<file path="src/hdl/jbse_pkg.sv">
`default_nettype none
package jbse_pkg;

	localparam int unsigned SHIFT_WIDTH = 8;
	localparam int unsigned DR_BITS     = 32;
	localparam int unsigned CLK_W       = 24;
	localparam int unsigned CNT_W       = $clog2(DR_BITS);
	localparam int unsigned NBIT_W      = $clog2(SHIFT_WIDTH + 1);
	localparam int unsigned ADDR_W      = 3;

	localparam logic [CLK_W-1:0] ERASE_CLOCKS_RST = CLK_W'(600000);
	localparam logic [ADDR_W-3:0] REG_ERASE_CLOCKS = '0;

	typedef enum logic [2:0] {
		CMD_SHIFT_LSB = 3'd0,
		CMD_SHIFT_MSB = 3'd1,
		CMD_MSB_OUT   = 3'd2,
		CMD_TMS_SHIFT = 3'd3,
		CMD_DR32      = 3'd4,
		CMD_RUN_TEST  = 3'd5,
		CMD_ERASE     = 3'd6,
		CMD_UNUSED    = 3'd7
	} cmd_t;

	typedef struct packed {
		logic load;
		logic step;
	} dp_cmd_t;

	typedef struct packed {
		logic cmd_ok;
		logic step_last;
	} dp_stat_t;

endpackage
`default_nettype wire

</file>
<file path="src/hdl/jbse_ctrl.sv">
`default_nettype none
module jbse_ctrl (
	input  wire logic              clk,
	input  wire logic              arst_n,
	input  wire logic              in_valid,
	output logic                   in_stall,
	output logic                   out_valid,
	input  wire logic              out_stall,
	input  wire jbse_pkg::dp_stat_t stat,
	output jbse_pkg::dp_cmd_t      cmd
);
	import jbse_pkg::*;

	typedef enum logic [1:0] {
		ST_IDLE  = 2'b01,
		ST_SHIFT = 2'b10
	} state_t;

	state_t state_q, state_d;
	logic   out_valid_q;
	logic   slot_free;

	assign slot_free = !out_valid_q || !out_stall;
	assign in_stall  = (state_q != ST_IDLE);
	assign out_valid = out_valid_q;

	assign cmd.load = in_valid && (state_q == ST_IDLE);
	assign cmd.step = (state_q == ST_SHIFT) && slot_free;

	always_comb begin
		state_d = state_q;
		unique case (state_q)
			ST_IDLE: begin
				// unused codes are taken and dropped
				if (cmd.load && stat.cmd_ok)
					state_d = ST_SHIFT;
			end
			ST_SHIFT: begin
				if (cmd.step && stat.step_last)
					state_d = ST_IDLE;
			end
			default: state_d = ST_IDLE;
		endcase
	end

	always_ff @(posedge clk or negedge arst_n) begin
		if (!arst_n) begin
			state_q     <= ST_IDLE;
			out_valid_q <= 1'b0;
		end else begin
			state_q <= state_d;
			if (cmd.step)
				out_valid_q <= 1'b1;
			else if (!out_stall)
				out_valid_q <= 1'b0;
		end
	end

endmodule
`default_nettype wire

</file>
<file path="src/hdl/jbse_dp.sv">
`default_nettype none
module jbse_dp (
	input  wire logic                        clk,
	input  wire logic                        arst_n,
	input  wire jbse_pkg::dp_cmd_t           cmd,
	output jbse_pkg::dp_stat_t               stat,
	input  wire logic [2:0]                  command,
	input  wire logic [7:0]                  tdi_byte,
	input  wire logic [3:0]                  bit_count,
	input  wire logic [31:0]                 dr_word,
	input  wire logic [7:0]                  dr_tail,
	input  wire logic [jbse_pkg::CLK_W-1:0]  clock_count,
	input  wire logic [7:0]                  tdo_samples,
	input  wire logic [jbse_pkg::CLK_W-1:0]  erase_clocks,
	output logic [jbse_pkg::CLK_W-1:0]       tck_pulses,
	output logic                             tdi_level,
	output logic                             tms_level,
	output logic [7:0]                       reply,
	output logic                             last
);
	import jbse_pkg::*;

	cmd_t              cmd_q;
	logic [7:0]        data_q;
	logic [NBIT_W-1:0] n_q;
	logic [31:0]       word_q;
	logic [7:0]        tail_q;
	logic [7:0]        tdo_q;
	logic [CLK_W-1:0]  clocks_q;
	logic [CNT_W-1:0]  cnt_q;
	logic [7:0]        reply_q;
	logic              tdi_hold_q;
	logic              tms_hold_q;

	logic [CLK_W-1:0]  tck_q;
	logic              tdi_out_q;
	logic              tms_out_q;
	logic [7:0]        reply_out_q;
	logic              last_out_q;

	logic [2:0]        bit_idx;
	logic              tdo_bit;
	logic              fin;
	logic [CLK_W-1:0]  pulses_d;
	logic              tdi_d;
	logic              tms_d;
	logic [7:0]        reply_d;
	logic              capture;

	assign bit_idx = cnt_q[2:0];
	assign tdo_bit = tdo_q[bit_idx];
	assign capture = (cmd_q != CMD_MSB_OUT);

	assign stat.cmd_ok    = (cmd_t'(command) != CMD_UNUSED);
	assign stat.step_last = fin;

	// next pulse, derived from the latched command and the pulse index
	always_comb begin
		pulses_d = CLK_W'(1);
		tdi_d    = tdi_hold_q;
		tms_d    = tms_hold_q;
		reply_d  = reply_q;
		fin      = 1'b1;
		case (cmd_q)
			CMD_SHIFT_LSB, CMD_SHIFT_MSB, CMD_MSB_OUT, CMD_TMS_SHIFT: begin
				if (cmd_q == CMD_TMS_SHIFT)
					tdi_d = data_q[7];
				if (n_q == '0) begin
					pulses_d = '0;
					fin      = 1'b1;
				end else begin
					fin = ({1'b0, cnt_q[NBIT_W-2:0]} + NBIT_W'(1)) == n_q;
					if (cmd_q == CMD_SHIFT_LSB) begin
						tdi_d   = data_q[bit_idx];
						reply_d = {tdo_bit, reply_q[7:1]};
					end else if (cmd_q == CMD_TMS_SHIFT) begin
						tms_d   = data_q[bit_idx];
						reply_d = {tdo_bit, reply_q[7:1]};
					end else begin
						tdi_d   = data_q[~bit_idx];
						reply_d = {reply_q[6:0], tdo_bit};
					end
				end
			end
			CMD_DR32: begin
				fin = (cnt_q == CNT_W'(DR_BITS - 1));
				if (fin) begin
					tdi_d = tail_q[7];
					tms_d = tail_q[0];
				end else begin
					// bit 31 - i of the word
					tdi_d = word_q[~cnt_q];
					tms_d = 1'b0;
				end
			end
			default: begin
				pulses_d = clocks_q;
				tdi_d    = 1'b0;
				tms_d    = 1'b0;
			end
		endcase
	end

	always_ff @(posedge clk or negedge arst_n) begin
		if (!arst_n) begin
			tdi_hold_q <= 1'b0;
			tms_hold_q <= 1'b0;
		end else if (cmd.step) begin
			tdi_hold_q <= tdi_d;
			tms_hold_q <= tms_d;
		end
	end

	always_ff @(posedge clk) begin
		if (cmd.load) begin
			cmd_q    <= cmd_t'(command);
			data_q   <= tdi_byte;
			n_q      <= (bit_count > 4'(SHIFT_WIDTH)) ? NBIT_W'(SHIFT_WIDTH)
			                                         : NBIT_W'(bit_count);
			word_q   <= dr_word;
			tail_q   <= dr_tail;
			tdo_q    <= tdo_samples;
			clocks_q <= (cmd_t'(command) == CMD_ERASE) ? erase_clocks : clock_count;
			cnt_q    <= '0;
			reply_q  <= '0;
		end else if (cmd.step) begin
			cnt_q   <= cnt_q + CNT_W'(1);
			reply_q <= reply_d;
		end
		if (cmd.step) begin
			tck_q       <= pulses_d;
			tdi_out_q   <= tdi_d;
			tms_out_q   <= tms_d;
			reply_out_q <= (fin && capture && (n_q != '0) && (cmd_q <= CMD_TMS_SHIFT))
			               ? reply_d : 8'h00;
			last_out_q  <= fin;
		end
	end

	assign tck_pulses = tck_q;
	assign tdi_level  = tdi_out_q;
	assign tms_level  = tms_out_q;
	assign reply      = reply_out_q;
	assign last       = last_out_q;

endmodule
`default_nettype wire

</file>
<file path="src/hdl/jtag_bit_shift_engine.sv">
`default_nettype none
// channel  | handshake               | payload
// ---------+-------------------------+------------------------------------------
// in       | in_valid / in_stall     | command tdi_byte bit_count dr_word
//          |                         | dr_tail clock_count tdo_samples
// out      | out_valid / out_stall   | tck_pulses tdi_level tms_level reply last
// apb      | psel penable pwrite ... | erase_clocks at byte address 0
//
// a command is loaded while idle and then gives one result per cycle while the
// output register is free: n results for shifts (one if n is zero), 32 for the
// dr32 program, one for run-test and erase; an unused code is taken and dropped
// with no result. in_stall stays high until the final result enters the output register
// reset clears the held tdi/tms levels and sets erase_clocks to 600000
module jtag_bit_shift_engine (
	input  wire logic                        clk,
	input  wire logic                        arst_n,
	input  wire logic                        in_valid,
	output logic                             in_stall,
	input  wire logic [2:0]                  command,
	input  wire logic [7:0]                  tdi_byte,
	input  wire logic [3:0]                  bit_count,
	input  wire logic [31:0]                 dr_word,
	input  wire logic [7:0]                  dr_tail,
	input  wire logic [jbse_pkg::CLK_W-1:0]  clock_count,
	input  wire logic [7:0]                  tdo_samples,
	output logic                             out_valid,
	input  wire logic                        out_stall,
	output logic [jbse_pkg::CLK_W-1:0]       tck_pulses,
	output logic                             tdi_level,
	output logic                             tms_level,
	output logic [7:0]                       reply,
	output logic                             last,
	input  wire logic                        psel,
	input  wire logic                        penable,
	input  wire logic                        pwrite,
	input  wire logic [jbse_pkg::ADDR_W-1:0] paddr,
	input  wire logic [31:0]                 pwdata,
	output logic [31:0]                      prdata,
	output logic                             pready
);
	import jbse_pkg::*;

	dp_cmd_t          cmd;
	dp_stat_t         stat;
	logic [CLK_W-1:0] erase_clocks_q;
	logic             reg_hit;

	assign pready  = 1'b1;
	assign reg_hit = (paddr[ADDR_W-1:2] == REG_ERASE_CLOCKS);
	assign prdata  = reg_hit ? {{(32 - CLK_W){1'b0}}, erase_clocks_q} : 32'h0;

	always_ff @(posedge clk or negedge arst_n) begin
		if (!arst_n)
			erase_clocks_q <= ERASE_CLOCKS_RST;
		else if (psel && penable && pwrite && pready && reg_hit)
			erase_clocks_q <= pwdata[CLK_W-1:0];
	end

	jbse_ctrl u_ctrl (
		.clk       (clk),
		.arst_n    (arst_n),
		.in_valid  (in_valid),
		.in_stall  (in_stall),
		.out_valid (out_valid),
		.out_stall (out_stall),
		.stat      (stat),
		.cmd       (cmd)
	);

	jbse_dp u_dp (
		.clk          (clk),
		.arst_n       (arst_n),
		.cmd          (cmd),
		.stat         (stat),
		.command      (command),
		.tdi_byte     (tdi_byte),
		.bit_count    (bit_count),
		.dr_word      (dr_word),
		.dr_tail      (dr_tail),
		.clock_count  (clock_count),
		.tdo_samples  (tdo_samples),
		.erase_clocks (erase_clocks_q),
		.tck_pulses   (tck_pulses),
		.tdi_level    (tdi_level),
		.tms_level    (tms_level),
		.reply        (reply),
		.last         (last)
	);

endmodule
`default_nettype wire

</file>
<file path="config.mk">
export PLATFORM = sky130hd
export DESIGN_NAME = jtag_bit_shift_engine
export DESIGN_NICKNAME = d
export VERILOG_FILES = /design/src/hdl/jbse_pkg.sv /design/src/hdl/jbse_ctrl.sv /design/src/hdl/jbse_dp.sv /design/src/hdl/jtag_bit_shift_engine.sv
export SDC_FILE = /design/constraint.sdc
export NUM_CORES = 1
export LEC_CHECK = 0
export ABC_AREA = 1
export BUFFER_PORTS_ARGS = -buffer_cell sky130_fd_sc_hd__buf_2
export CORE_AREA = 5 5 123 125
export DETAILED_ROUTE_END_ITERATION = 7
export DIE_AREA = 0 0 128 130
export PLACE_DENSITY_LB_ADDON = 0.2
export RECOVER_POWER = 25
export SYNTH_ARGS = -nofsm -noshare
export SYNTH_HDL_FRONTEND = slang
export SYNTH_HIERARCHICAL = 1
export SYNTH_SLANG_ARGS = --single-unit
</file>
<file path="constraint.sdc">
create_clock -name clk -period 6.85 [get_ports clk]
set_input_delay 1.0275 -clock clk [delete_from_list [all_inputs] [get_ports clk]]
set_output_delay 1.0275 -clock clk [all_outputs]
set_load 0.03 [all_outputs]
</file>
======== Yosys cells after proc, flatten, opt, wreduce, memory -nomap -nowiden ========
Cells that the tools add are included.
Widths: inputs -> output; s select.
storage, ports and cells
  flip-flop bits (word level) ............. 164
  bits of input ports ..................... 129
  logic and storage cells ................. 96
operators by class
  add/subtract/negate cells ............... 2
  magnitude comparators ................... 5
  equal/unequal tests ..................... 15
  mux-type cells .......................... 34
  bitwise gates (word level) .............. 3
  reduce and logical (&&, ||, !) cells .... 18
operator list
  kind                 count
  $mux 24              2
  $pmux 24 s2          1
  $mux 8               4
  $mux 1               17
  $logic_and 1x1->1    10
  $bmux 1 s3           3
  $lt 3x4->1 const B   2
  $eq 3x2->1 const B   2
  $eq 3x3->1 const B   2
  $lt 5x6->1 const B   1
  $pmux 1 s2           3
  $add 5x1->5 const B  1
  $bmux 1 s5           1
  $eq 5x5->1 const B   1
  $not 5->5            1
  $add 3x1->4 const B  1
  $eq 4x4->1           1
  $gt 4x4->1 const B   1
  $logic_not 4->1      1
  $mux 2               2
  $ne 2x1->1 const B   2
  $ne 2x2->1 const B   2
  $pmux 2 s2           1
  $reduce_bool 4->1    1
  other kinds (13)     14

======== Depth between registers and ports, before layout ========
  depth after elaboration ................. 7
  depth in mapped cells ................... 14
  gate-level depth less buffers ........... 12

======== Cells and area by module ========
Netlist, hierarchy kept.
by module, submodules not included
  module                 instances  cells an instance  area an instance (um^2)
  jbse_dp                1          493                5,635.4
  jtag_bit_shift_engine  1          169                1,277.5
  jbse_ctrl              1          17                 141.4

======== Least setup slack after synthesis ========
No wires, ideal clock.
  path type ............................... input-to-reg
  start point ............................. input port in_valid
  end point ............................... register u_dp.cnt_q[1]
  setup time .............................. 130 ps
  arrival ................................. 5,038 ps
  required time ........................... 6,720 ps
  setup slack ............................. 1,682 ps
  cell stages on the path ................. 6
  cell sequence ........................... inv_1 nor2_1 clkbuf_1 inv_1 o21ai_0 a21oi_1
RTL lines
  item                  line                         source
  start, declared       jtag_bit_shift_engine.sv:17  input wire logic in_valid,
  end signal, assigned  jbse_dp.sv:127               cnt_q <= cnt_q + CNT_W'(1);
  end, declared         jbse_dp.sv:30                logic [CNT_W-1:0] cnt_q;

==> key figures <==
Routing
  • Routed WL: 16.1 mm
  • Vias per cell: between 5 and 6
  • Drt drc: 0
  • DR iter-0 viols: 391
  • Via count: between 5,000 and 6,000
  • Antenna Nets Post-Route: 0
  • Initial DRT Pass Iterations: 5
  • Routed wire per std cell: 15.5 um

Clocking
  • TritonCTS clock tree: built
  • CTS resizes: 0
  • Clock sinks: 158
  • Cts bufs inserted: 17
  • # Post-CTS Setup Buffers: 0
  • Root Driver: clkbuf_16
  • Insertion delay to the later sink of the worst-skew pair: 0.42 ns
  • Clock slew at reported path FFs: around 0.060 ns
  • # hold bufs at CTS: 0
  • Bufs on Longest Clock Path: 2
  • CTS H-tree depth: 4

Logic synthesis
  • Yosys Warn Count: 6
  • Flops & latches, synth: 158
  • Synth async-reset ratio: 18.4%
  • Xor-xnor portion of the synthesized cell area: 0.621%
  • Unique masters post-synth: 37
  • Post-synthesis sequential area ratio: 63.5%
  • Cells after Synth: 679
  • Synth Area in Simple Gates: approximately 17%
  • Post-synth EDFFs: between 100 and 150
  • Ys flop type: edfxtp_1
  • Compound-Gate Fraction of Synth Area: 4.97%
  • Post-Syn Area per Cell: between 10 and 15 um^2
  • Post-synthesis mux area share: 3.83%
  • Largest family of logic cells by synthesized area: simple AND/OR/NAND/NOR gates
  • Mapped cell area: 7050 um^2
  • Post-Synth Adder-Cell Area: 0.355%

Setup path
  • Required time of the worst setup path: 7.13 ns
  • Worst R2R Start: u_ctrl/state_q[0]
  • FF-to-FF End: u_dp/reply_q[7]
  • R2R cell count: 6
  • Critical path class: input pin to flop
  • Worst-path fanout max: a little under 70
  • CP Capture Type: flop
  • CP Launch Type: input pin
  • Flop2flop setup slack: 3.11 ns
  • WP data arrival: 4.16 ns

Place
  • GPL Wtd Cong: between 0.8 and 0.9
  • Port Buf Inserts: 173
  • Post-DP HPWL: between 10 and 15 mm
  • Pre-CTS WS: ~3.6 ns

Worst hold path
  • Hold Crit Depth: 2
  • Hold Startpoint: erase_clocks_q[9]
  • Worst Hold End: erase_clocks_q[9]
  • Hold Crit Class: flop to flop

Floorplan
  • Die width: roughly 130 um
  • Die span in y: 130 um
  • Die area: 16,600 um^2
  • Ports: 199
  • Initial Utilization: about half
  • Core area: 13,800 um^2
  • Core Rows: 43

Timing
  • Final worst setup slack: between 2 and 3 ns
  • Final setup fails: 0
  • Final-report hold violation count: 0
  • Fmax: 0.258 GHz
  • RSZ-0062 raised after global routing: false
  • Tightest Pin Transition: 2.12 ns
  • Crit share post-route: 56.7%
  • Max-slew violations: 53
  • Setup TNS Final: 0 ns
  • Clock Skews: 0.00574 ns
  • Slew headroom: -41.9%
  • Final Critical Period: 3.88 ns

Power and ir drop
  • Tot Pwr: 0.00308 W
  • Worst VDD drop: 0.191 mV
  • Pleak: 3.90 nW
  • Pwr dens: ~360 nW/um^2

Job
  • MaxCap Viol Count: 2

Cells and area
  • Share of layout cells above drive strength 1: 28.3%
  • Final nets: 974
  • # fillers: around 1,200
  • Layout Utilization: approximately 62%
  • Area Growth Syn to Fin: 20.6%

Outcome
  • Status: finished, violations left
  • Violated checks: max-capacitance violations, max-slew violations

Global routing
  • Initial antenna violation count: 0
  • Total track usage: 19.8%
  • Number of global-route vias before repair: 5,239
  • Largest net degree at the start of global routing: approximately 70
  • GRT overflow: 0
  • Global-route wire length before repair: between 20 and 30 mm
-- per-stage QoR --
step                      std cells  cell area [um^2]  hold WS (ns)
after floorplan                 686              7080         0.448
after detailed placement       1004              7930         0.462
final                          1037              8500         0.473
after global placement         1004              7930         0.461
after global routing           1036              8500         0.495
after CTS                      1036              8520         0.473
-- synth_stat cells, types with 3 or more instances --
library cell / n / share of area [%]
dfxtp_1: 13 / 3.7
dfstp_2: 9 / 3.4
buf_2: 8 / 0.57
o21ai_0: 22 / 1.6
nand2_1: 129 / 6.9
edfxtp_1: 116 / 49
nand3_1: 64 / 4.5
mux2_2: 24 / 3.8
o21ai_1: 14 / 0.99
a21oi_1: 17 / 1.2
xor2_1: 3 / 0.37
buf_6: 10 / 1.6
clkbuf_1: 6 / 0.32
inv_1: 95 / 5.1
buf_4: 15 / 1.6
nand2_2: 4 / 0.35
inv_2: 3 / 0.16
dfrtp_1: 20 / 7.1
o211ai_1: 5 / 0.53
nor2_1: 76 / 4.0
nor3_1: 3 / 0.21
-- layer usage --
| metal | vias up | GRT usage, % | share of wire (%) |
|---|---|---|---|
| li1 | 2532 | - | - |
| met1 | 2462 | 25.8 | 42 |
| met2 | 216 | 32.6 | 49 |
| met3 | 24 | 4.18 | 7.1 |
| met4 | 0 | 7.87 | 1.9 |
| met5 | - | 0 | 0 |
-- layout make-up --
| type | instances | area, um^2 | share of cell area [%] |
|---|---|---|---|
| Multi-Input combinational cell | 389 | 1940 | 22.8 |
| Tap cell | 180 | 225 | 2.65 |
| Inverter | 100 | 378 | 4.44 |
| Clock buffer | 26 | 510 | 6.00 |
| Timing Repair Buffer | 177 | 885 | 10.4 |
| Clock inverter | 6 | 81.3 | 0.956 |
| Antenna cell | 1 | 2.50 | 0.0294 |
| Sequential cell | 158 | 4480 | 52.7 |
-- worst max-delay path: stages --
cell      delay, ns
clkbuf_1       0.10
inv_1          0.05
nor2_1         1.56
buf_4          0.88
inv_1          0.27
o21ai_0        0.14
a21oi_1        0.07
-- flip-flops by register name (all words and copies together), names as in the netlist, 2 cells and up --
name / flops
u_dp/cmd_q: 3
erase_clocks_q: 24
u_dp/reply: 8
u_ctrl/state_q: 2
u_dp/data_q: 8
u_dp/tdo_q: 8
u_dp/n_q: 4
u_dp/tail_q: 2
u_dp/word_q: 32
u_dp/tck_pulses: 24
u_dp/reply_q: 8
u_dp/cnt_q: 5
u_dp/clocks_q: 24
-- cell families after synthesis --
kind of cell             Yosys count
AND/OR/NAND/NOR                  285
flip-flops                       158
buffers and inverters            139
AO/OA/AOI/OAI                     64
multiplexers                      24
XOR/XNOR                           5
adder cells (fa/ha/maj)            2
other                              2
-- worst max-delay path by stage --
stage | start | slack, ns | cells past startpoint | end
3_3_place_gp | in_valid | 3.72 | 7 | u_dp/cnt_q[2]
3_5_place_dp | in_valid | 3.63 | 7 | u_dp/reply_q[7]
5_1_grt | in_valid | 2.70 | 7 | u_dp/cnt_q[1]
6_report | in_valid | 2.97 | 7 | u_dp/reply_q[7]
4_1_cts | paddr[2] | 3.98 | 3 | prdata[7]
2_1_floorplan | in_valid | 1.68 | 6 | u_dp/cnt_q[1]
-- power breakdown --
group          switching (W)  total, W  internal, W
Combinational       0.000537  0.000780     0.000244
Sequential          0.000109   0.00136      0.00125
Clock               0.000349  0.000935     0.000585
Total               0.000995   0.00308      0.00208
-- layout by cell type (no fill, tap or decap), drive strengths merged --
cell and count:
o21ai 36, nand2 134, mux2 24, dfrtp 20
a21oi 19, dfxtp 13, xor2 3, nand3 65
bufinv 2, dfstp 9, nand4 2, diode 1
clkbuf 35, clkinvlp 1, nor2 79, clkinv 4
edfxtp 116, a21boi 1, xnor2 2, a31oi 1
nand3b 2, ha 2, o21bai 1, o211ai 5
a32oi 1, conb 9, buf 168, inv 99
nor3 3
Power figures use the tool's default switching activity.
